===== config.mk =====
export PLATFORM = sky130hd
export DESIGN_NAME = crps_dpath
export DESIGN_NICKNAME = d
export VERILOG_FILES = /design/src/hdl/crps_pkg.sv /design/src/hdl/crps_dpath.sv
export SDC_FILE = /design/constraint.sdc
export NUM_CORES = 2
export LEC_CHECK = 0
export BUFFER_PORTS_ARGS = -buffer_cell sky130_fd_sc_hd__buf_2
export CELL_PAD_IN_SITES_DETAIL_PLACEMENT = 1
export CELL_PAD_IN_SITES_GLOBAL_PLACEMENT = 2
export CORE_ASPECT_RATIO = 0.9
export CORE_MARGIN = 3
export CORE_UTILIZATION = 42
export DETAILED_ROUTE_END_ITERATION = 10
export PLACE_DENSITY_LB_ADDON = 0.1
export SETUP_SLACK_MARGIN = 0.3
export SLEW_MARGIN = 40
export SYNTH_ARGS = -nofsm -noshare
export SYNTH_HDL_FRONTEND = slang
export SYNTH_SLANG_ARGS = --single-unit

===== constraint.sdc =====
create_clock -name i_clk -period 16.2 [get_ports i_clk]
set_input_delay 0 -clock i_clk [delete_from_list [all_inputs] [get_ports i_clk]]
set_output_delay 0 -clock i_clk [all_outputs]
set_load 0.01 [all_outputs]

===== src/hdl/crps_pkg.sv =====
package crps_pkg;

    localparam int MaxSamples = 32;

    localparam int NWidth   = 6;
    localparam int TauWidth = 16;

    localparam logic [NWidth-1:0]   NReset   = 6'd10;
    localparam logic [TauWidth-1:0] TauReset = 16'd32768;

    // configuration register indexes
    localparam logic CfgSamples = 1'b0;
    localparam logic CfgTension = 1'b1;

    // micro-op codes of one sample
    localparam logic [4:0] OpT2   = 5'd0;
    localparam logic [4:0] OpT3   = 5'd1;
    localparam logic [4:0] OpPa   = 5'd2;
    localparam logic [4:0] OpPb   = 5'd3;
    localparam logic [4:0] OpPos  = 5'd4;
    localparam logic [4:0] OpAttr = 5'd16;
    localparam logic [4:0] OpLast = 5'd23;

    typedef struct packed {
        logic signed [31:0] pos_x;
        logic signed [31:0] pos_y;
        logic signed [31:0] pos_z;
        logic signed [31:0] field_of_view;
        logic signed [31:0] aspect_ratio;
        logic signed [31:0] near_clip;
        logic signed [31:0] far_clip;
        logic               path_end;
    } t_in_word;

    typedef struct packed {
        logic signed [31:0] out_x;
        logic signed [31:0] out_y;
        logic signed [31:0] out_z;
        logic signed [31:0] out_fov;
        logic signed [31:0] out_aspect;
        logic signed [31:0] out_near;
        logic signed [31:0] out_far;
        logic               run_last;
        logic               path_done;
    } t_out_word;

    // x, y, z, fov, aspect, near, far
    typedef logic [6:0][31:0] t_point;

    typedef enum logic [2:0] {
        S_IDLE,
        S_DIV,
        S_MUL,
        S_CONS,
        S_EMIT,
        S_SHIFT
    } t_state;

    typedef struct packed {
        logic              load_pt;
        logic              init_window;
        logic              div_init;
        logic              div_step;
        logic              seg_init;
        logic              seg_sel;
        logic              mul;
        logic              cons;
        logic [4:0]        op;
        logic              t_adv;
        logic              emit;
        logic              run_last;
        logic              path_done;
        logic              shift;
        logic [NWidth-1:0] n;
    } t_cmd;

    typedef struct packed {
        logic out_free;
    } t_stat;

    // signed divide by 2^16, rounding toward zero
    function automatic logic signed [55:0] trunc16(input logic signed [55:0] x);
        logic signed [55:0] adj;
        adj = x[55] ? (x + 56'sd65535) : x;
        return adj >>> 16;
    endfunction

    function automatic logic [31:0] sat32(input logic signed [55:0] x);
        logic [31:0] r;
        if (x > 56'sd2147483647) begin
            r = 32'h7FFF_FFFF;
        end else if (x < -56'sd2147483648) begin
            r = 32'h8000_0000;
        end else begin
            r = x[31:0];
        end
        return r;
    endfunction

endpackage


===== src/hdl/crps_dpath.sv =====
module crps_dpath (
    input  logic                          i_clk,
    input  logic                          i_rst_n,
    input  crps_pkg::t_cmd                i_cmd,
    input  crps_pkg::t_in_word            i_in,
    input  logic [crps_pkg::TauWidth-1:0] i_tau,
    input  logic                          i_ready,
    output crps_pkg::t_stat               o_stat,
    output logic                          o_valid,
    output crps_pkg::t_out_word           o_out
);
    import crps_pkg::*;

    t_point             r_p, r_w0, r_w1, r_w2;
    t_point             r_val;
    t_point             pt_a, pt_b, pt_c, pt_d;
    t_point             pt_sel;
    logic [16:0]        r_dvd;
    logic [16:0]        r_q;
    logic [6:0]         r_rem;
    logic [6:0]         rs;
    logic [16:0]        r_t;
    logic [6:0]         r_r;
    logic [6:0]         rsum;
    logic [15:0]        r_t2, r_t3;
    logic signed [35:0] r_pa;
    logic signed [19:0] r_wt [4];
    logic signed [55:0] r_acc;
    logic signed [52:0] r_prod;
    logic signed [19:0] mul_a;
    logic signed [32:0] mul_b;
    logic [3:0]         kp;
    logic [2:0]         ka;
    logic [2:0]         attr;
    logic signed [19:0] st, st2, st3, s_a, s_b, c1;
    logic signed [55:0] pa, pb, prod, wsum;
    logic signed [55:0] wa, wb, wc, wd;
    logic               r_out_valid;
    t_out_word          r_out;

    assign kp   = 4'(i_cmd.op - OpPos);
    assign ka   = 3'(i_cmd.op - OpAttr);
    assign attr = 3'(ka[2:1]) + 3'd3;

    assign st  = $signed(20'(r_t));
    assign st2 = $signed(20'(r_t2));
    assign st3 = $signed(20'(r_t3));
    assign s_a = (st2 <<< 1) - st - st3;
    assign s_b = st2 - st3;
    assign c1  = (st3 <<< 1) - st2 - (st2 <<< 1);

    always_comb begin
        if (!i_cmd.seg_sel) begin
            pt_a = r_w0; pt_b = r_w1; pt_c = r_w2; pt_d = r_p;
        end else begin
            pt_a = r_w1; pt_b = r_w2; pt_c = r_p;  pt_d = r_p;
        end
        case (kp[1:0])
            2'd0:    pt_sel = pt_a;
            2'd1:    pt_sel = pt_b;
            2'd2:    pt_sel = pt_c;
            default: pt_sel = pt_d;
        endcase
    end

    // operand select for the shared multiplier
    always_comb begin
        mul_a = '0;
        mul_b = '0;
        if (i_cmd.op == OpT2) begin
            mul_a = st;
            mul_b = $signed(33'(r_t));
        end else if (i_cmd.op == OpT3) begin
            mul_a = st2;
            mul_b = $signed(33'(r_t));
        end else if (i_cmd.op == OpPa) begin
            mul_a = s_a;
            mul_b = $signed(33'(i_tau));
        end else if (i_cmd.op == OpPb) begin
            mul_a = s_b;
            mul_b = $signed(33'(i_tau));
        end else if (i_cmd.op < OpAttr) begin
            mul_a = r_wt[kp[1:0]];
            mul_b = $signed({pt_sel[kp[3:2]][31], pt_sel[kp[3:2]]});
        end else if (!ka[0]) begin
            mul_a = 20'sd65536 - st;
            mul_b = $signed({pt_b[attr][31], pt_b[attr]});
        end else begin
            mul_a = st;
            mul_b = $signed({pt_c[attr][31], pt_c[attr]});
        end
    end

    assign prod = 56'(r_prod);
    assign pa   = 56'(r_pa);
    assign pb   = prod;
    assign wa   = trunc16(pa);
    assign wd   = trunc16(-pb);
    assign wb   = trunc16((56'sd1 <<< 32) + pb + (56'(c1) <<< 16));
    assign wc   = trunc16(-pa - (56'(c1) <<< 16));
    assign wsum = r_acc + prod;

    assign rs   = {r_rem[5:0], r_dvd[16]};
    assign rsum = r_r + r_rem;

    always_ff @(posedge i_clk) begin
        if (i_cmd.load_pt) begin
            r_p <= {i_in.far_clip, i_in.near_clip, i_in.aspect_ratio, i_in.field_of_view,
                    i_in.pos_z, i_in.pos_y, i_in.pos_x};
        end
        if (i_cmd.init_window) begin
            r_w0 <= {i_in.far_clip, i_in.near_clip, i_in.aspect_ratio, i_in.field_of_view,
                     i_in.pos_z, i_in.pos_y, i_in.pos_x};
            r_w1 <= {i_in.far_clip, i_in.near_clip, i_in.aspect_ratio, i_in.field_of_view,
                     i_in.pos_z, i_in.pos_y, i_in.pos_x};
            r_w2 <= {i_in.far_clip, i_in.near_clip, i_in.aspect_ratio, i_in.field_of_view,
                     i_in.pos_z, i_in.pos_y, i_in.pos_x};
        end else if (i_cmd.shift) begin
            r_w0 <= r_w1;
            r_w1 <= r_w2;
            r_w2 <= r_p;
        end

        // restoring divide of 2^16 by N: step quotient q0 and remainder r0
        if (i_cmd.div_init) begin
            r_dvd <= 17'h10000;
            r_q   <= '0;
            r_rem <= '0;
        end else if (i_cmd.div_step) begin
            r_dvd <= {r_dvd[15:0], 1'b0};
            if (rs >= {1'b0, i_cmd.n}) begin
                r_rem <= rs - {1'b0, i_cmd.n};
                r_q   <= {r_q[15:0], 1'b1};
            end else begin
                r_rem <= rs;
                r_q   <= {r_q[15:0], 1'b0};
            end
        end

        // t = floor(j*2^16/N), advanced by q0 plus a carry from the remainder
        if (i_cmd.seg_init) begin
            r_t <= '0;
            r_r <= '0;
        end else if (i_cmd.t_adv) begin
            if (rsum >= {1'b0, i_cmd.n}) begin
                r_r <= rsum - {1'b0, i_cmd.n};
                r_t <= r_t + r_q + 17'd1;
            end else begin
                r_r <= rsum;
                r_t <= r_t + r_q;
            end
        end

        if (i_cmd.mul) begin
            r_prod <= mul_a * mul_b;
        end

        if (i_cmd.cons) begin
            if (i_cmd.op == OpT2) begin
                r_t2 <= r_prod[31:16];
            end else if (i_cmd.op == OpT3) begin
                r_t3 <= r_prod[31:16];
            end else if (i_cmd.op == OpPa) begin
                r_pa <= r_prod[35:0];
            end else if (i_cmd.op == OpPb) begin
                r_wt[0] <= wa[19:0];
                r_wt[1] <= wb[19:0];
                r_wt[2] <= wc[19:0];
                r_wt[3] <= wd[19:0];
            end else if (i_cmd.op < OpAttr) begin
                if (kp[1:0] == 2'd0) begin
                    r_acc <= prod;
                end else if (kp[1:0] == 2'd3) begin
                    r_val[kp[3:2]] <= sat32(trunc16(wsum));
                end else begin
                    r_acc <= wsum;
                end
            end else if (!ka[0]) begin
                r_acc <= prod;
            end else begin
                r_val[attr] <= sat32(trunc16(wsum));
            end
        end

        if (i_cmd.emit) begin
            r_out.out_x      <= r_val[0];
            r_out.out_y      <= r_val[1];
            r_out.out_z      <= r_val[2];
            r_out.out_fov    <= r_val[3];
            r_out.out_aspect <= r_val[4];
            r_out.out_near   <= r_val[5];
            r_out.out_far    <= r_val[6];
            r_out.run_last   <= i_cmd.run_last;
            r_out.path_done  <= i_cmd.path_done;
        end
    end

    always_ff @(posedge i_clk) begin
        if (!i_rst_n) begin
            r_out_valid <= 1'b0;
        end else if (i_cmd.emit) begin
            r_out_valid <= 1'b1;
        end else if (i_ready) begin
            r_out_valid <= 1'b0;
        end
    end

    assign o_stat.out_free = !r_out_valid || i_ready;
    assign o_valid = r_out_valid;
    assign o_out   = r_out;

endmodule


Word-level counts from Yosys, hierarchy flattened:

Memory sizes are Yosys's and may differ from the RTL's.
Cells that the tools add are included.

* memories: 1
* output and inout port bits: 228
* RAM bits: 80
* register bits: 1477
* bits in latches: 0
* memory bits (read-only): 0

Memory list
* r_wt: words 4, width 20, read ports 1, clocked after Yosys merged registers in 0, wr ports 4, line crps_dpath.sv:27 `logic signed [19:0] r_wt [4];`

* muxes and demuxes: 76
* shift-type cells: 0
* add/subtract/negate cells: 25
* reduce and logical (&&, ||, !) cells: 14
* divide/modulo/power cells: 0
* bitwise logic cells: 4
* $mul: 1
* equal/unequal tests: 10
* magnitude comparators: 9

Operator list (count)
* 2-to-1 mux 224 bit: 12
* 2-to-1 mux 32 bit: 22
* bitwise mux 224 bit: 2
* one-hot mux 128 bit (3 select lines): 1
* 2-to-1 mux 56 bit: 5
* 2-to-1 mux 33 bit: 6
* binary-select mux 32 bit (select 3 bit): 2
* adder 36 x 17 -> 36 bit (second input constant): 4
* 2-to-1 mux 36 bit: 4
* 2-to-1 mux 128 bit: 1
* 2-to-1 mux 20 bit: 6
* demux 32 bit (select 3 bit): 1
* binary-select mux 32 bit (select 2 bit): 1
* demux 32 bit (select 2 bit): 1
* adder 56 x 17 -> 56 bit (second input constant): 1
* adder 56 x 53 -> 56 bit: 1
* negator 36 -> 56 bit: 1
* negator 53 -> 56 bit: 1
* subtractor 56 x 35 -> 56 bit: 1
* adder 54 x 35 -> 55 bit: 1
* adder 34 x 53 -> 54 bit (first input constant): 1
* multiplier 20 x 33 -> 53 bit: 1
* greater-than comparator 40 x 32 -> 1 bit (second input constant): 1
* less-than comparator 40 x 32 -> 1 bit (second input constant): 1
* other kinds (41): 61

Logic depth before layout (Yosys ltp):

* depth in word-level cells: 18
* mapped depth: 50

Worst setup path before layout:

Ideal clock, no wire load.

* path type: input to register
* start point: in i_cmd[12] (netlist bit)
* end point: reg r_prod[51] (data pin)
* setup time: 0.263 ns
* data arrival time: 10.919 ns
* required time: 15.937 ns
* cell stages on the path: 43
* buffers on the path: 12
* slack: 5.018 ns
* path through: clkbuf_1 -> inv_1 -> clkbuf_1 -> clkbuf_1 -> clkbuf_1 -> clkbuf_1 -> buf_1 -> ha_1 -> buf_1 -> clkbuf_1 -> clkbuf_1 -> clkbuf_1 -> a21oi_1 -> o21ai_0 -> nand4_1 -> o21ai_0 -> clkbuf_1 -> clkbuf_1 -> [... 7 more ...] -> fa_1 -> inv_1 -> fa_1 -> fa_1 -> ha_1 -> a21o_1 -> a21o_1 -> a21o_1 -> nand3_1 -> a21oi_1 -> a2111o_1 -> a221oi_1 -> o211a_1 -> o2111ai_1 -> a41oi_1 -> o31ai_1 -> a311oi_1 -> xnor2_1

* longest elaborated chain between the ends: 11
* elaborated cells between the ends (all ways): 31
* those cells by class: add/sub (3); mul (1); order compare (1); eq/ne (5); mux (18); reduce/logical (2); memory (1)

RTL lines
* start, declared: line crps_dpath.sv:4 `input crps_pkg::t_cmd i_cmd,`
* subtractor 3 x 1 -> 3 bit or subtractor 4 x 3 -> 4 bit (tied branches): line crps_dpath.sv:42, crps_dpath.sv:41
* adder 2 x 2 -> 3 bit, or another cell as far along: line crps_dpath.sv:43 `assign attr = 3'(ka[2:1]) + 3'd3;`
* binary-select mux 32 bit (select 3 bit), or another cell as far along: line crps_dpath.sv:87 `mul_b = $signed({pt_b[attr][31], pt_b[attr]});`
* 2-to-1 mux 32 bit (not written as such), or another cell as far along: line crps_dpath.sv:87
* 2-to-1 mux 33 bit or 2-to-1 mux 32 bit (tied branches): line crps_dpath.sv:85, crps_dpath.sv:84
* 2-to-1 mux 33 bit: line crps_dpath.sv:82 `end else if (i_cmd.op < OpAttr) begin`
* 2-to-1 mux 33 bit: line crps_dpath.sv:79 `end else if (i_cmd.op == OpPb) begin`
* 2-to-1 mux 33 bit: line crps_dpath.sv:76 `end else if (i_cmd.op == OpPa) begin`
* 2-to-1 mux 33 bit: line crps_dpath.sv:73 `end else if (i_cmd.op == OpT3) begin`
* 2-to-1 mux 33 bit: line crps_dpath.sv:70 `if (i_cmd.op == OpT2) begin`
* multiplier 20 x 33 -> 53 bit *: line crps_dpath.sv:155 `r_prod <= mul_a * mul_b;`
* end signal, assigned: line crps_dpath.sv:155
* end, declared: line crps_dpath.sv:29 `logic signed [52:0] r_prod;`

Every way passes the cells marked *; elsewhere a longest branch is shown, timed or not. The select of a mux whose other input is x is not followed.
A chain may end at the register's enable or synchronous reset.

Final worst setup path:

* start point: reg r_t[1]
* end point: reg r_prod[51] (data pin)

* longest elaborated chain between the ends: 8
* elaborated cells between the ends (all ways): 12
* those cells by class: add/sub (3); mul (1); mux (8)

RTL lines
* start, declared: line crps_dpath.sv:22 `logic [16:0] r_t;`
* start signal, assigned: line crps_dpath.sv:147 `r_t <= r_t + r_q + 17'd1;`
* start signal, assigned: line crps_dpath.sv:150 `r_t <= r_t + r_q;`
* parallel branches: the longest is 7 deep, another holds subtractor 18 x 17 -> 19 bit
* multiplier 20 x 33 -> 53 bit *: line crps_dpath.sv:155

Every way passes the cells marked *.

==> results.json <==
{
  "reg2reg_from": "r_t[1]",
  "syn_area_sq_um": 112000,
  "fraction_of_final_layout_cells_sized_beyond_drive_strength_1_pct": 12.5,
  "synth_enable_flop_cells": 1507,
  "worstHoldPathType": "primary input to flop",
  "pin_count": 496,
  "drt_iter0_markers": 8764,
  "area_delta_synth_final_pct": 15.5,
  "ys_seq_elements": 1557,
  "timing.critical_path.to": "r_prod[51]",
  "post_synth_inst_count": 10608,
  "grtUsageMet3_pct": 5.51,
  "multi_input_comb_area_sq_um": 58000,
  "tritoncts_clock_tree": "done",
  "dr_total_vias": 87103,
  "post-route-period-util_pct": 86.3,
  "post_drt_wl_per_cell_um": 26.9,
  "critical_path.startpoint": "r_t[1]",
  "holdBufCountCts": 438,
  "critical_path.startpoint_type": "flop",
  "dpl.hpwl_mm": 286,
  "tritoncts_num_sinks": 1557,
  "viasPerCell": 5.81,
  "floorplan.die.height_um": 495,
  "post-cts-setup-buffers": 0,
  "grt.busiest_layer": "met1",
  "total_congestion_overflow_after_global_routing": 0,
  "mappedNetlistNets": 11987,
  "grt_antenna_before_repair": 54,
  "fmax_mhz": 71.5,
  "filler_instances": 28541,
  "globalRouteMet1Util_pct": 44.2,
  "yosys_most_used_dff": "edfxtp_1",
  "maxSlewHeadroom_pct": 37.1,
  "setup_slack_ps": 2220,
  "drt_pre_antenna_iters": 5,
  "globalRouteMet2Util_pct": 43.9,
  "worst-setup-path-type": "flop to flop",
  "pre_cts_setup_slack_ps": 2330,
  "async_flop_share_pct": 0,
  "clock_buffer_count_from_cts": 187,
  "total_number_of_placement_rows": 178,
  "route.antenna.remaining_nets": 0,
  "syn_area_per_cell_sq_um": 10.5,
  "worst-r2r-cell-count": 44,
  "routed_wl_mm": 403,
  "ctsLongestPathBuffers": 4,
  "regArea_sq_um": 46300,
  "slowest_stage": "a41oi_1",
  "worst_clock_skew_ps": 148,
  "final_hold_viol_count": 0,
  "yosysSeqAreaShare_pct": 41.4,
  "fin_tns_setup_ps": 0,
  "total_count_of_max_transition_violations_in_the_final_report": 0,
  "first_global_vias": 90147,
  "cp_common_cell": "fa_1",
  "finalSetupViolCount": 0,
  "worst_slew_pin_slew_ps": 933,
  "drv.max_cap_violation_count": 0,
  "post-route-drc-count": 0,
  "port-buffer-count": 494,
  "synth.yosys.warnings": 0,
  "required_ps": 16710,
  "die_x_um": 549,
  "net_count_final": 12702,
  "coreArea_sq_um": 263000,
  "delay_of_the_slowest_cell_on_the_worst_path_ps": 760,
  "critical_path.reg2reg.endpoint": "r_prod[51]",
  "worst_setup_path_end_kind": "flop",
  "grt_util_all_layers_pct": 29.3,
  "cts_root_buffer": "clkbuf_16",
  "yosysUniqueCellTypes": 104,
  "grt_max_degree": 233,
  "initial_utilization_pct": 42.5,
  "status": "completed",
  "r2r_slack_ps": 2220,
  "die_area_sq_um": 272000,
  "critical_path_peak_fanout": 31,
  "cts.repair.resized": 0,
  "worstSkewPairLatency_ps": 910,
  "setup_repair_after_global_routing_missed_its_margin": "false",
  "place.gp.congestion": 0.878,
  "fin_crit_ps": 13980,
  "first_pass_grt_wire_length_mm": 600,
  "clk_pin_slew_ps": 60,
  "critical_path_arrival_ps": 14490,
  "htreeDepth": 4
}
==> flip-flops by register name (all words and copies together) (netlist names) <==
signal   flops
r_pa        36
pt_d       224
r_acc       56
o_valid      1
r_w2       224
r_t3        16
r_q         17
r_t2        16
r_wt        80
r_t         17
r_prod      53
o_out      226
r_rem        7
r_dvd        1
r_w0       128
r_val      224
r_w1       224
r_r          7
==> kinds of logic (layout without fill, tap and decap cells) <==
family / count (synthesis) / count (layout) / synth area share [%]
simple gates: 2514 / 2514 / 10.2
compound gates: 2418 / 2418 / 13.6
buf+inv: 2083 / 2936 / 7.25
flops: 1557 / 1557 / 41.4
fa+ha+maj: 1111 / 1111 / 16.9
mux: 566 / 566 / 7.90
xor+xnor: 359 / 359 / 2.83
other cells: 0 / 16 / 0
==> critical path: cells and delay by family (launching register included) <==
family	cells	cell delay, ps
compound gates	24	7190
xor+xnor	2	240
fa+ha+maj	10	4470
buf+inv	5	770
flops	1	480
simple gates	3	450
==> routing by layer <==
| metal | vias up | wire length [um] | share of wire [%] |
|---|---|---|---|
| met5 | - | 79 | 0.020 |
| met4 | 10 | 8350 | 2.1 |
| met3 | 420 | 33200 | 8.2 |
| met2 | 2962 | 174000 | 43 |
| met1 | 45147 | 188000 | 47 |
| li1 | 38564 | - | - |
==> synthesized netlist by cell type, drive strengths merged (12+ instances only) <==
master	n	area share, %
and3	45	0.25
nand2b	62	0.35
mux2i	301	2.7
o31a	12	0.094
o221ai	12	0.094
o22ai	25	0.14
a21oi	389	1.7
a21o	121	0.81
a221oi	33	0.26
nor2	476	1.6
or3	33	0.19
a311oi	18	0.14
inv	1472	4.9
ha	457	5.1
o21a	36	0.24
o211ai	142	0.96
nor3	102	0.48
o2111ai	15	0.12
nand3	102	0.47
a21boi	21	0.14
xnor2	239	1.9
mux2	15	0.15
o211a	14	0.13
xor2	120	0.94
buf	182	0.86
clkbuf	425	1.4
a31oi	69	0.39
fa	654	12
o21bai	40	0.27
o21ai	983	4.4
a22oi	20	0.13
nand4	52	0.30
nand2	1252	4.2
nor2b	116	0.65
dfxtp	50	0.90
o31ai	26	0.18
mux4	250	5.0
a211oi	343	2.5
edfxtp	1507	41
and2	140	0.79
nor4	43	0.27
or2	35	0.20
nor3b	12	0.085
==> placed cells by master, fill, tap and decap left out, types with 40 or more instances in the layout <==
cell / synthesis / routed
inv_1: 1472 / 1468
nor2_1: 476 / 458
xor2_1: 120 / 111
mux2i_1: 301 / 298
and3_1: 45 / 42
a31oi_1: 69 / 66
o21bai_1: 40 / 40
nand2b_1: 62 / 62
buf_2: 76 / 485
mux4_2: 250 / 250
clkbuf_16: 0 / 187
nand2_1: 1251 / 1249
xnor2_1: 238 / 226
o211ai_1: 141 / 141
nor2b_1: 116 / 116
and2_1: 139 / 139
nor3_1: 96 / 95
edfxtp_1: 1507 / 1507
a21oi_1: 388 / 378
a21o_1: 121 / 119
ha_1: 457 / 454
fa_1: 654 / 653
dlygate4sd3_1: 0 / 438
buf_4: 15 / 155
nand3_1: 100 / 100
a211oi_1: 307 / 302
a211oi_2: 36 / 41
nand4_1: 51 / 51
o21ai_0: 968 / 956
dfxtp_1: 50 / 50
==> worst min-delay path by stage <==
stage	slack, ps	startpoint	endpoint	cells after the start
6_report	40	i_in[169]	pt_d[40]	2
5_1_grt	20	i_in[108]	pt_d[107]	2
4_1_cts	0.2	i_in[200]	pt_d[7]	2
3_5_place_dp	180	i_cmd[7]	o_out[0]	1
3_3_place_gp	180	i_cmd[7]	o_out[0]	1
2_1_floorplan	100	i_cmd[7]	o_out[0]	0
==> cell type report <==
class                      instances  share of cell area [%]
multi-input combinational       6968                    45.0
clock buffer                     224                    3.76
sequential                      1557                    35.9
tap                             3510                    3.41
inverter                        1476                    4.30
timing repair buffer            1133                    6.89
antenna                           16                  0.0311
clock inverter                   103                   0.761
==> per-stage QoR <==
step | std cells | hold slack (ps) | util [%] | instance area [sq um]
after floorplan | 10608 | 98.9 | - | 112000
final | 14987 | 40.2 | 49.1 | 129000
after CTS | 14966 | 0.152 | 49.0 | 129000
after detailed placement | 14201 | 184 | 45.1 | 118000
after global routing | 14978 | 15.3 | 49.0 | 129000
after global placement | 14184 | 178 | 44.8 | 118000
Power is left out: the tool's default activity adds up to more than one toggle a clock period on the data nets, which glitch-free logic cannot reach.
