--- src/hdl/crps_pkg.sv ---
package crps_pkg;

    localparam int MaxSamples = 32;

    localparam int NWidth   = 6;
    localparam int TauWidth = 16;

    localparam logic [NWidth-1:0]   NReset   = 6'd10;
    localparam logic [TauWidth-1:0] TauReset = 16'd32768;

    // configuration register indexes
    localparam logic CfgSamples = 1'b0;
    localparam logic CfgTension = 1'b1;

    // micro-op codes of one sample
    localparam logic [4:0] OpT2   = 5'd0;
    localparam logic [4:0] OpT3   = 5'd1;
    localparam logic [4:0] OpPa   = 5'd2;
    localparam logic [4:0] OpPb   = 5'd3;
    localparam logic [4:0] OpPos  = 5'd4;
    localparam logic [4:0] OpAttr = 5'd16;
    localparam logic [4:0] OpLast = 5'd23;

    typedef struct packed {
        logic signed [31:0] pos_x;
        logic signed [31:0] pos_y;
        logic signed [31:0] pos_z;
        logic signed [31:0] field_of_view;
        logic signed [31:0] aspect_ratio;
        logic signed [31:0] near_clip;
        logic signed [31:0] far_clip;
        logic               path_end;
    } t_in_word;

    typedef struct packed {
        logic signed [31:0] out_x;
        logic signed [31:0] out_y;
        logic signed [31:0] out_z;
        logic signed [31:0] out_fov;
        logic signed [31:0] out_aspect;
        logic signed [31:0] out_near;
        logic signed [31:0] out_far;
        logic               run_last;
        logic               path_done;
    } t_out_word;

    // x, y, z, fov, aspect, near, far
    typedef logic [6:0][31:0] t_point;

    typedef enum logic [2:0] {
        S_IDLE,
        S_DIV,
        S_MUL,
        S_CONS,
        S_EMIT,
        S_SHIFT
    } t_state;

    typedef struct packed {
        logic              load_pt;
        logic              init_window;
        logic              div_init;
        logic              div_step;
        logic              seg_init;
        logic              seg_sel;
        logic              mul;
        logic              cons;
        logic [4:0]        op;
        logic              t_adv;
        logic              emit;
        logic              run_last;
        logic              path_done;
        logic              shift;
        logic [NWidth-1:0] n;
    } t_cmd;

    typedef struct packed {
        logic out_free;
    } t_stat;

    // signed divide by 2^16, rounding toward zero
    function automatic logic signed [55:0] trunc16(input logic signed [55:0] x);
        logic signed [55:0] adj;
        adj = x[55] ? (x + 56'sd65535) : x;
        return adj >>> 16;
    endfunction

    function automatic logic [31:0] sat32(input logic signed [55:0] x);
        logic [31:0] r;
        if (x > 56'sd2147483647) begin
            r = 32'h7FFF_FFFF;
        end else if (x < -56'sd2147483648) begin
            r = 32'h8000_0000;
        end else begin
            r = x[31:0];
        end
        return r;
    endfunction

endpackage

--- src/hdl/crps_ctrl.sv ---
module crps_ctrl #(
    parameter int MAX_SAMPLES = crps_pkg::MaxSamples
) (
    input  logic                          i_clk,
    input  logic                          i_rst_n,
    input  logic                          i_valid,
    input  logic                          i_path_end,
    input  logic [crps_pkg::NWidth-1:0]   i_n,
    input  crps_pkg::t_stat               i_stat,
    output logic                          o_ready,
    output crps_pkg::t_cmd                o_cmd
);
    import crps_pkg::*;

    localparam int JW = $clog2(MAX_SAMPLES + 1);

    t_state            r_state, n_state;
    logic [1:0]        r_ps, n_ps;
    logic              r_last, n_last;
    logic              r_seg0, n_seg0;
    logic              r_seg1, n_seg1;
    logic              r_seg, n_seg;
    logic [JW-1:0]     r_j, n_j;
    logic [4:0]        r_op, n_op;
    logic [4:0]        r_cnt, n_cnt;
    logic [NWidth-1:0] r_n, n_n;
    logic [NWidth-1:0] n_clamp;
    logic              seg_end;
    logic              final_smp;

    always_comb begin
        if (i_n == '0) begin
            n_clamp = NWidth'(1);
        end else if (32'(i_n) > MAX_SAMPLES) begin
            n_clamp = NWidth'(MAX_SAMPLES);
        end else begin
            n_clamp = i_n;
        end
    end

    assign seg_end   = (r_j == JW'(r_n - NWidth'(1)));
    assign final_smp = seg_end && (r_seg || !r_seg1);

    always_ff @(posedge i_clk) begin
        if (!i_rst_n) begin
            r_state <= S_IDLE;
            r_ps    <= '0;
            r_last  <= 1'b0;
            r_seg0  <= 1'b0;
            r_seg1  <= 1'b0;
            r_seg   <= 1'b0;
            r_j     <= '0;
            r_op    <= '0;
            r_cnt   <= '0;
            r_n     <= NWidth'(1);
        end else begin
            r_state <= n_state;
            r_ps    <= n_ps;
            r_last  <= n_last;
            r_seg0  <= n_seg0;
            r_seg1  <= n_seg1;
            r_seg   <= n_seg;
            r_j     <= n_j;
            r_op    <= n_op;
            r_cnt   <= n_cnt;
            r_n     <= n_n;
        end
    end

    always_comb begin
        n_state = r_state;
        n_ps    = r_ps;
        n_last  = r_last;
        n_seg0  = r_seg0;
        n_seg1  = r_seg1;
        n_seg   = r_seg;
        n_j     = r_j;
        n_op    = r_op;
        n_cnt   = r_cnt;
        n_n     = r_n;
        o_ready = 1'b0;
        o_cmd   = '0;
        o_cmd.n       = r_n;
        o_cmd.op      = r_op;
        o_cmd.seg_sel = r_seg;

        unique case (r_state)
            S_IDLE: begin
                o_ready  = 1'b1;
                o_cmd.n  = n_clamp;
                if (i_valid) begin
                    o_cmd.load_pt     = 1'b1;
                    o_cmd.init_window = (r_ps == 2'd0);
                    o_cmd.div_init    = 1'b1;
                    n_last = i_path_end;
                    n_seg0 = (r_ps >= 2'd2);
                    n_seg1 = i_path_end && (r_ps != 2'd0);
                    n_n    = n_clamp;
                    n_cnt  = '0;
                    if ((r_ps >= 2'd2) || (i_path_end && (r_ps != 2'd0))) begin
                        n_state = S_DIV;
                    end else begin
                        n_state = S_SHIFT;
                    end
                end
            end
            S_DIV: begin
                o_cmd.div_step = 1'b1;
                n_cnt = r_cnt + 5'd1;
                if (r_cnt == 5'd16) begin
                    o_cmd.seg_init = 1'b1;
                    n_seg   = !r_seg0;
                    n_j     = '0;
                    n_op    = OpT2;
                    n_state = S_MUL;
                end
            end
            S_MUL: begin
                o_cmd.mul = 1'b1;
                n_state   = S_CONS;
            end
            S_CONS: begin
                o_cmd.cons = 1'b1;
                if (r_op == OpLast) begin
                    n_state = S_EMIT;
                end else begin
                    n_op    = r_op + 5'd1;
                    n_state = S_MUL;
                end
            end
            S_EMIT: begin
                if (i_stat.out_free) begin
                    o_cmd.emit      = 1'b1;
                    o_cmd.t_adv     = 1'b1;
                    o_cmd.run_last  = final_smp;
                    o_cmd.path_done = final_smp && r_last;
                    n_op = OpT2;
                    if (final_smp) begin
                        n_state = S_SHIFT;
                    end else if (seg_end) begin
                        o_cmd.seg_init = 1'b1;
                        o_cmd.seg_sel  = 1'b1;
                        n_seg   = 1'b1;
                        n_j     = '0;
                        n_state = S_MUL;
                    end else begin
                        n_j     = r_j + JW'(1);
                        n_state = S_MUL;
                    end
                end
            end
            S_SHIFT: begin
                o_cmd.shift = 1'b1;
                if (r_last) begin
                    n_ps = 2'd0;
                end else if (r_ps != 2'd3) begin
                    n_ps = r_ps + 2'd1;
                end
                n_state = S_IDLE;
            end
            default: begin
                n_state = S_IDLE;
            end
        endcase
    end

endmodule

--- config.mk ---
export PLATFORM = sky130hd
export DESIGN_NAME = crps_ctrl
export DESIGN_NICKNAME = d
export VERILOG_FILES = /design/src/hdl/crps_pkg.sv /design/src/hdl/crps_ctrl.sv
export SDC_FILE = /design/constraint.sdc
export NUM_CORES = 1
export LEC_CHECK = 0
export BUFFER_PORTS_ARGS = -buffer_cell sky130_fd_sc_hd__buf_2
export CORE_ASPECT_RATIO = 0.6
export CORE_MARGIN = 8
export CORE_UTILIZATION = 55
export DETAILED_ROUTE_END_ITERATION = 10
export PLACE_DENSITY = 0.88
export SYNTH_ARGS = -nofsm -noshare
export SYNTH_HDL_FRONTEND = slang
export SYNTH_SLANG_ARGS = --single-unit
export TNS_END_PERCENT = 5
--- constraint.sdc ---
create_clock -name i_clk -period 2.9 [get_ports i_clk]
set_clock_uncertainty 0.15 [all_clocks]
set_input_delay 0.435 -clock i_clk [delete_from_list [all_inputs] [get_ports i_clk]]
set_output_delay 0.435 -clock i_clk [all_outputs]
set_load 0.05 [all_outputs]
Word-level counts from Yosys, hierarchy flattened. Cells that the tools add are included.

Input bits: 11. Output and inout port bits: 25. Logic and storage cells: 97. Register bits after elaboration: 31.

Order comparisons: 2. Add/sub/neg operators: 5. Reductions and logical operators: 22. Eq/ne operators: 15. Multiplexer cells: 43.

Operators by type and width (count): 6-bit 2-to-1 mux (7); 3-bit 2-to-1 mux (8); 5-bit 2-to-1 mux (4); 3-bit case mux with 5 select lines (1); 5-bit case mux with 3 select lines (1); 2-bit inequality test, second input constant (7); 6-bit case mux with 2 select lines (1); 1-bit 2-to-1 mux (11); 5-bit by 1-bit adder with 5-bit output, second input constant (2); 5-bit == test, second input constant (2); 2-bit 2-to-1 mux (5); 5-bit case mux with 2 select lines (1); 4-bit 2-to-1 mux (2); 4-bit AND reduction (2); 2-bit nonzero test (4); 6-bit by 1-bit adder with 6-bit output, second input constant (1); 3-bit by 2-bit == test with 1-bit output, second input constant (2); 3-bit == test, second input constant (2); 6-bit == test (1); 6-bit > comparator, second input constant (1); 6-bit logical NOT (1); 2-bit AND reduction (3); 6-bit by 1-bit subtractor with 6-bit output, second input constant (1); 5-bit AND reduction (1); 11 further kinds (16).

Longest topological paths before layout. Gate-level depths: netlist of run 1.

Depth after elaboration: 6. Gate-level depth with buffers: 8. Mapped depth without buffers: 8.

Worst setup path after synthesis of run 1. Ideal clock, no wire load.

Path type: reg-to-output. From: reg r_state[2]. To: out o_cmd[7] (netlist name). Stages on the path, launching flop included: 7. Required time: 2315 ps. Setup slack: -355 ps. Buffers on the path: 2. Data arrival time: 2670 ps. Cells stage by stage: dfxtp_1 buf_4 nor3b_2 and2_1 clkbuf_1 and3_1 and2_1.

RTL lines: from (decl) (RTL line crps_ctrl.sv:17) `t_state r_state, n_state;`; from (signal assigned) (RTL line crps_ctrl.sv:57) `r_state <= n_state;`; to (decl) (RTL line crps_ctrl.sv:11) `output crps_pkg::t_cmd o_cmd`.

==> results of run 1 <==
==> final cells by class <==
class | count | area (um^2)
Inverter | 12 | 47.5
Tap cell | 45 | 56.3
Multi-Input combinational cell | 193 | 1260
Sequential cell | 31 | 626
Fill cell | 293 | 996
Timing Repair Buffer | 41 | 236
Clock buffer | 8 | 100
==> registers in the layout, summed over array words and instances (netlist names) <==
signal and count:
r_seg 1, r_last 1, r_j 6, r_seg0 1, r_state 3, r_cnt 5
r_ps 2, r_n 6, r_seg1 1, r_op 5
==> kinds of logic (layout without fill, tap and decap cells) <==
logic type	after synthesis	in the layout	share of synthesized area (%)
AO/OA/AOI/OAI	56	56	19.7
multiplexers	6	6	3.32
AND/OR/NAND/NOR	113	113	30.5
XOR/XNOR	10	10	4.48
buffers and inverters	23	61	5.18
flip-flops	31	31	31.7
adder cells (fa/ha/maj)	8	8	5.12
==> placed cells by master, fill, tap and decap left out, drive strengths merged, types with 10 or more instances in the layout <==
cell type  count
a21boi        10
a21oi         11
buf           41
dfxtp         31
inv           11
nand2         38
nor2          17
nor2b         13
nor3          10
o21ai         14
==> worst max-delay path by stage <==
stage | cells past startpoint | startpoint | slack (ns) | endpoint
after global placement | 9 | r_n[0] | 0.25 | o_cmd[7]
after CTS | 9 | r_n[0] | 0.007 | o_cmd[7]
final | 8 | r_n[0] | 0.11 | o_cmd[7]
after detailed placement | 9 | r_n[0] | 0.19 | o_cmd[7]
after global routing | 10 | r_n[0] | -0.02 | o_cmd[19]
after floorplan | 4 | r_state[1] | -0.07 | o_cmd[0]
==> stage by stage <==
stage               instance area, um^2  power, mW  std cells  TNS [ns]
finish                             2330       1.96        330         0
global route                       2330       2.08        330   -0.0389
CTS                                2280       1.90        328         0
detailed placement                 2170       1.51        320         0
global placement                   2170       1.49        320         0
floorplan                          1960       1.31        247    -0.131
==> power groups by stage <==
stage	Combinational [mW]	Clock, mW	Sequential (mW)
after floorplan	0.774	0	0.532
after detailed placement	0.941	0	0.572
after CTS	0.959	0.379	0.564
after global routing	1.10	0.401	0.577
after global placement	0.929	0	0.565
final	1.02	0.375	0.566
==> critical path: cells and delay by family (launching register included) <==
kind,cells,cell delay (ns)
compound gates,1,0.19
xor+xnor,1,0.17
fa+ha+maj,1,0.31
buf+inv,2,0.19
flops,1,0.36
simple gates,3,0.69
==> routing by layer <==
layer  share of wire (%)  vias to the layer above  track usage [%]
met5                   0                        -                0
met4                 1.7                        0             5.99
met3                 7.1                       11             6.12
met2                  44                       56             24.7
met1                  47                      851             20.8
li1                    -                      928                -
==> what timing repair did <==
| item | 4_1_cts | 5_1_grt |
|---|---|---|
| setup buffers | 0 | 2 |
| setup endpoints to repair | 4 | 4 |
| pin swaps | 1 | 4 |
| endpoints found under the hold margin | 0 | 0 |
| gates resized for setup | 4 | 9 |
==> results.md, run 1 <==
- Worst path max stage delay: 0.36 ns
- Total number of vias: 1846
- Clock-pin slew on the worst setup and hold paths: 0.06 ns
- Worst-Skew Late Latency: 0.28 ns
- Slew HR: 63.9%
- Routed WL: 4770 um
- Status: finished clean
- Die Width: 93.0 um
- Worst slew pin tran: 0.539 ns
- Sequential-to-total area share from yosys stat: 31.7%
- Post-synthesis async set-or-reset flop share: 0%
- Fraction of layout instances using a drive strength above 1: 25.3%
- # hold bufs at CTS: 0
- # rows: 16
- Largest cells by area after synthesis: dfxtp_1 32%, nand2_1 7.1%, ha_1 5.1%
- Fin. Hold Viols: 0
- MaxCap Viol Count: 0
- WL per Instance: 14.4 um
- Port Buffers: 35
- Post-route setup slack: 0.108 ns
- Comb power frac: 51.9%
- Slowest CP cell: dfxtp_4
- Clk buf depth: 2
- CP Launch Type: flop
- Mapped Cells: 247
- Leakage: 1.02 nW
- First-pass GRT wire length: 7970 um
- Antenna cell count: 0
- Crit-path max FO: 4
- Total GRT Usage: 16.4%
- Main flop type after synthesis: dfxtp_1
- CTS buffer count: 5
- Switching part of the total: 46.9%
- Fin Hold WS: 0.284 ns
- IO Count: 36
- Crit path DAT: 2.21 ns
- Endpoints failing setup: 0
- Flop pwr share: 28.9%
- ANT nets after route: 0
- Period Utilization, post-route: 96.3%
- Hold Path Origin: i_path_end
- Hold depth: 3
- Power share of the clock group: 19.2%
- PwrDens: 841 nW/um^2
- Top-area cell type share of the netlist area: 31.7%
- Worst path cell trace: inv_1 > ha_2 > xor2_1 > o2111ai_2 > nor3_2 > and3_4 > and2_2 > buf_8
- Yosys warning count: 0
- Fin util: 70.0%
- EDFF count, synth: 0
- Hold WC Path Type: in2reg
- CTS tree: done
- Syn Area/Cell: 7.92 um^2
- Sw power: 0.917 mW
- P&R area growth vs syn: 18.9%
- Maximum vdd drop: 0.000648 V
- Synth Register Bits: 31
- Synth cell count leaders: 37 x nand2_1, 31 x dfxtp_1, 16 x nor2_1
- Fin nets: 303
- Critical Path Sink Type: output port
- Clk sinks: 31
- Hold EP: r_last
- Initial antenna violation count: 0
- Worst r2r dst: r_op[3]
- Detailed router's first-iteration violation count: 102
- Number of global-route vias before repair: 1725
- Vias per inst: 5.59
- GRT Residual Overflow: 0
- Final min period: 2.79 ns
- Yosys cell types: 51
- Drt drc: 0
- Dpl ws: 0.186 ns
- CTS Root Buffer Type: clkbuf_8
- Initial Utilization: 58.9%
- Die area: 5790 um^2
- Gpl congestion: 0.877
- Critical Setup Path Class: reg2out
- Count leader, synth: nand2_1
- Final Slew Violations: 0
- Worst reg2reg startpoint: r_state[2]
- Core box area: 3320 um^2
- Cell area after synthesis: 1960 um^2
- Die Ht: 62.2 um
- Drt first pass iters: 4
- Mapped Nets: 266
- FF-to-FF path depth: 7
- Critical Path RT: 2.32 ns
- Detail Placement HPWL: 3460 um
- Largest area contributor in the netlist: dfxtp_1
- Htree depth: 2
- P_int: 1.04 mW
- F_max: 0.358 GHz
- Largest net degree at the start of global routing: 26
- R2r setup slk: 0.52 ns
No activity file was read; power rests on OpenSTA's default activity.
==> inputs of run 2 (changes only) <==
==> constraint.sdc (replaced) <==
create_clock -name i_clk -period 2.9 [get_ports i_clk]
set_clock_uncertainty 0.15 [all_clocks]
set_input_delay 0 -clock i_clk [delete_from_list [all_inputs] [get_ports i_clk]]
set_output_delay 0 -clock i_clk [all_outputs]
set_load 0.05 [all_outputs]
==> run 2 against run 1 <==
Compared with the run above: hold slack got worse by 0.28 ns; cell area rose by 0.38%; critical path depth increased by 1; first-iteration DRC count grew 6.9%; sequential power barely moved; power fell by 2.6%; global-route usage up 0.90 points; clock-buffer cell count did not move; combinational power shrank 5%; cell count is 1.2% higher; worst setup slack better by 0.11 ns.
==> results.md, run 2 (synthesis gave the netlist of run 1 again) <==
- Status: finished clean
- Most frequent cells in the layout: 37 x nand2_1, 35 x buf_2, 31 x dfxtp_1, 16 x nor2_1, 14 x o21ai_0
- Critical Setup Path Class: reg2out
- Hold WC Path Type: in2reg
- Final Instance Area: 2340 um^2 (+0.38%)
- Routed WL: 4990 um (+4.6%)
- Fin. Hold Viols: 0 (unchanged)
- Worst slew pin tran: 0.511 ns (-0.0279 ns)
- Antenna cell count: 0 (unchanged)
- Critical Path Sink Type: output port
- Initial Utilization: 58.9% (unchanged)
- Die area: 5790 um^2 (unchanged)
- Critical Path Start: r_n[0]
- Drt first pass iters: 4 (unchanged)
- Commonest non-fill, non-tap cell in the layout: nand2_1
- CTS buffer count: 5 (unchanged)
- Worst reg2reg startpoint: r_n[0]
- First-pass GRT wire length: 8310 um (+4.2%)
- CP Launch Type: flop
- F_max: 0.373 GHz (+4.1%)
- Maximum vdd drop: 0.000553 V (-15%)
- Layout fillers: 298 (+1.7%)
- Port Buffers: 35 (unchanged)
- RSZ-0062 raised after global routing: no
- Final Slew Violations: 0 (unchanged)
- Gpl congestion: 0.879 (+0.27%)
- Clk sinks: 31 (unchanged)
- Detail Placement HPWL: 3570 um (+3.0%)
- Total negative slack: 0 ns (unchanged)
- Die Width: 93.0 um (unchanged)
- Leakage: 1.03 nW (+0.94%)
- Total number of vias: 1880 (+1.8%)
- CTS tree: done
- Detailed router's first-iteration violation count: 109 (+6.9%)
- Crit path DAT: 2.53 ns (+0.32 ns)
- ANT nets after route: 0 (unchanged)
- Core box area: 3320 um^2 (unchanged)
- IO Count: 36 (unchanged)
- Fraction of layout instances using a drive strength above 1: 21.5% (-3.8 points)
- Worst-Skew Late Latency: 0.28 ns (about the same)
- Slew HR: 65.8% (+1.9 points)
- Clk buf depth: 2 (unchanged)
- Fin nets: 307 (+1.3%)
- Total GRT Usage: 17.3% (+0.90 points)
- Placed Area: 2150 um^2 (-0.81%)
- P&R area growth vs syn: 19.4%
- Largest net degree at the start of global routing: 26 (unchanged)
- Largest regs: r_j x6, r_n x6
- Hold Path Origin: i_n[3]
- Clock-pin slew on the worst setup and hold paths: 0.06 ns (about the same)
- Critical Path RT: 2.75 ns (+0.43 ns)
- Period Utilization, post-route: 92.5% (-3.8 points)
- Htree depth: 2 (unchanged)
- GRT Residual Overflow: 0 (unchanged)
- Crit-path max FO: 8 (+4)
- # rows: 16 (unchanged)
- MaxCap Viol Count: 0 (unchanged)
- Initial antenna violation count: 0 (unchanged)
- Vias per inst: 5.63 (+0.62%)
- Final min period: 2.68 ns (-0.110 ns)
- WL per Instance: 14.9 um (+3.3%)
- Number of global-route vias before repair: 1758 (+1.9%)
- CTS Root Buffer Type: clkbuf_8
- Endpoints failing setup: 0 (unchanged)
- Drt drc: 0 (unchanged)
- Die Ht: 62.2 um (unchanged)
- PwrDens: 816 nW/um^2 (-3.0%)
## run 2: cell types whose count changed in the layout (fill, tap and decap cells not counted), moves of 2 or more
cell / change
dlygate4sd3_1: +8
buf_2: +2
buf_4: -4
dfxtp_1: +2
## run 2: worst max-delay path, cell delays in order (launching register included)
cell and delay (ns):
dfxtp_1 0.40, inv_1 0.09, ha_1 0.23, and2_1 0.17
o21ai_0 0.17, o2111ai_1 0.25, nor3_4 0.34, and3_1 0.23
and2_1 0.12, buf_2 0.25
## run 2: final timing paths
check | to | slack, ns | depth (start not counted)
worst max-delay path | o_cmd[7] | 0.22 | 9
worst min-delay path | r_n[3] | 0.005 | 4
worst max register to register | r_j[1] | 0.42 | 8
worst min register to register | r_cnt[4] | 0.34 | 1
## run 2: layout make-up
| cell class | count | area (um^2) | area share [%] |
|---|---|---|---|
| well taps | 45 | 56.3 | 2.41 |
| repair buffers | 45 | 270 | 11.6 |
| clock buffers | 8 | 100 | 4.28 |
| multi-input cells | 193 | 1240 | 53.1 |
| inverters | 12 | 47.5 | 2.04 |
| flip-flops and latches | 31 | 621 | 26.6 |
## run 2: what timing repair did
item	CTS	global route
gates resized for setup	0	1
setup buffers	0	0
setup endpoints to repair	0	2
hold buffers	8	0
endpoints found under the hold margin	9	0
## run 2: per-layer routing
layer	track usage [%]	part of all wire (%)	up-vias
met5	0	0	-
met4	5.39	1.1	0
met3	5.28	7.3	8
met2	27.5	44	67
met1	21.7	47	868
li1	-	-	937
## run 2: report_power, final
part	total [mW]	switching (mW)	leakage [nW]	internal, mW
sequential	0.565	0.0872	0.251	0.478
combinational	0.964	0.671	0.723	0.293
clock	0.378	0.162	0.0515	0.216
total	1.91	0.920	1.03	0.987
## run 2: metrics by stage
stage	hold WS, ns	cells	util, %	total power, mW	setup WS (ns)
global placement	0.123	318	64.7	1.47	0.490
floorplan	-0.0117	247	-	1.30	0.0805
detailed placement	0.143	318	64.7	1.49	0.402
finish	0.00476	334	70.3	1.91	0.218
CTS	0.00444	334	70.1	1.89	0.0798
global route	0.0285	334	70.3	2.01	0.0203
==> inputs of run 3 (changes only) <==
- PLACE_DENSITY: 0.88 -> 0.86
==> run 3 against run 2 <==
Compared with the run above: cell count is 0.60% higher; worst setup slack better by 0.0060 ns; hold slack better by 0.012 ns; largest power group unchanged; power is 0.76% lower; highest routed layer unchanged.
==> results.md, run 3 (synthesis gave the netlist of run 1 again) <==
- Worst-Skew Late Latency: 0.28 ns (about the same)
- Fraction of layout instances using a drive strength above 1: 21.3% (-0.15 points)
- Slew HR: 65.0% (-0.86 points)
- PwrDens: 803 nW/um^2 (-1.6%)
- Worst slew pin tran: 0.524 ns (+0.0129 ns)
- Die area: 5790 um^2 (unchanged)
- Flop pwr share: 29.6% (about the same)
- Status: finished clean
- Hold Path Origin: i_rst_n
- Dpl cells: 318 (unchanged)
- Fin nets: 309 (+0.65%)
- Power share of the clock group: 19.7% (about the same)
- Fin util: 70.9% (+0.60 points)
- R2r setup slk: 0.41 ns (about the same)
- Clk sinks: 31 (unchanged)
- Critical Path RT: 2.75 ns (about the same)
- Htree depth: 2 (unchanged)
- Worst r2r dst: r_j[1]
- P&R area growth vs syn: 20.4%
- ANT nets after route: 0 (unchanged)
- Routed WL: 4720 um (-5.4%)
- Worst reg2reg startpoint: r_n[0]
- Footprint of the multi-input gates: 1240 um^2 (unchanged)
- Initial Utilization: 58.9% (unchanged)
- Crit path DAT: 2.53 ns (about the same)
- MaxCap Viol Count: 0 (unchanged)
- Maximum vdd drop: 0.000517 V (-6.4%)
- Fin Hold WS: 0.0171 ns (+0.0123 ns)
- First-pass GRT wire length: 7670 um (-7.7%)
- Fin. Hold Viols: 0 (unchanged)
- Drt drc: 0 (unchanged)
- Comb power frac: 50.7% (+0.2 points)
- Number of global-route vias before repair: 1644 (-6.5%)
- Total negative slack: 0 ns (unchanged)
- Sw power: 0.903 mW (-1.8%)
- Detailed router's first-iteration violation count: 82 (-25%)
- Total number of vias: 1837 (-2.3%)
- Clock-pin slew on the worst setup and hold paths: 0.06 ns (about the same)
- Layout fillers: 271 (-9.1%)
- Initial antenna violation count: 0 (unchanged)
- F_max: 0.374 GHz (+0.22%)
- Commonest non-fill, non-tap cell in the layout: nand2_1
- FF-to-FF path depth: 8 (unchanged)
- Die Width: 93.0 um (unchanged)
- CP Launch Type: flop
- Drt first pass iters: 4 (unchanged)
- Critical Path Sink Type: output port
- Period Utilization, post-route: 92.3% (-0.21 points)
- Endpoints failing setup: 0 (unchanged)
- Critical Setup Path Class: reg2out
- IO Count: 36 (unchanged)
- RSZ-0062 raised after global routing: no
- Core box area: 3320 um^2 (unchanged)
- Largest regs: r_j x6, r_n x6
- CTS buffer count: 5 (unchanged)
- P_int: 0.989 mW (+0.24%)
- Detail Placement HPWL: 3400 um (-4.7%)
- Hold WC Path Type: in2reg
- GRT Residual Overflow: 0 (unchanged)
- Antenna cell count: 0 (unchanged)
- Vias per inst: 5.47 (-2.9%)
- CTS tree: done
- Final Slew Violations: 0 (unchanged)
- WL per Instance: 14.0 um (-6.0%)
- Leakage: 1.03 nW (+0.81%)
- Fin cells: 336 (+0.60%)
- Switching part of the total: 47.7% (-0.52 points)
- Clk buf depth: 2 (unchanged)
- Hold depth: 3 (-1)
- Gpl congestion: 0.837 (-4.8%)
- # rows: 16 (unchanged)
- Total GRT Usage: 16.2% (-1.1 points)
- Crit-path max FO: 8 (unchanged)
- Final min period: 2.68 ns (-0.00598 ns)
- Port Buffers: 35 (unchanged)
- Die Ht: 62.2 um (unchanged)
- Most frequent cells in the layout: 37 x nand2_1, 35 x buf_2, 31 x dfxtp_1, 16 x nor2_1, 14 x o21ai_0
- Hold EP: r_j[2]
- Largest net degree at the start of global routing: 26 (unchanged)
- CTS Root Buffer Type: clkbuf_8
- Reg area: 621 um^2 (unchanged)
-- run 3: power groups by stage --
stage / Sequential (mW) / Clock [mW] / Combinational (mW)
global placement: 0.566 / 0 / 0.903
global route: 0.572 / 0.402 / 1.03
detailed placement: 0.569 / 0 / 0.923
finish: 0.560 / 0.373 / 0.960
CTS: 0.560 / 0.383 / 0.943
floorplan: 0.532 / 0 / 0.773
-- run 3: critical path: stages (launching register included) --
cell and delay [ns]:
dfxtp_1 0.39, inv_1 0.10, ha_1 0.23, and2_1 0.17
o21ai_0 0.16, o2111ai_1 0.26, nor3_4 0.33, and3_1 0.23
and2_1 0.12, buf_2 0.25
-- run 3: per-stage QoR --
step	cell area, um^2	power, mW	worst slack, ns
floorplan	1960	1.30	0.0805
global placement	2150	1.47	0.488
detailed placement	2150	1.49	0.436
CTS	2350	1.89	0.120
global route	2360	2.01	0.0414
finish	2360	1.89	0.224
-- run 3: how the worst max path moves through the flow --
stage                from  slack [ns]  depth (start not counted)       end
5_1_grt            r_n[0]        0.04                          9  o_cmd[7]
6_report           r_n[0]        0.22                          9  o_cmd[7]
3_3_place_gp       r_n[0]        0.49                          9  o_cmd[7]
3_5_place_dp       r_n[0]        0.44                          9  o_cmd[7]
4_1_cts            r_n[0]        0.12                          9  o_cmd[7]
2_1_floorplan  r_state[2]        0.08                          6  o_cmd[7]
-- run 3: layout make-up --
type,instances,share of cell area (%)
sequential,31,26.3
multi-input combinational,193,52.7
clock buffer,8,4.25
timing repair buffer,47,12.3
tap,45,2.39
inverter,12,2.02
-- run 3: what timing repair did --
action | 4_1_cts | 5_1_grt
hold buffers | 10 | 0
gates resized for setup | 0 | 1
setup endpoints to repair | 0 | 1
hold endpoints to repair | 10 | 0
setup buffers | 0 | 0
-- run 3: routing by layer --
metal / share of wire [%] / global-route usage (%)
met2: 43 / 23.7
met5: 0 / 0
met4: 1.8 / 6.59
met3: 5.7 / 5.04
met1: 49 / 21.4
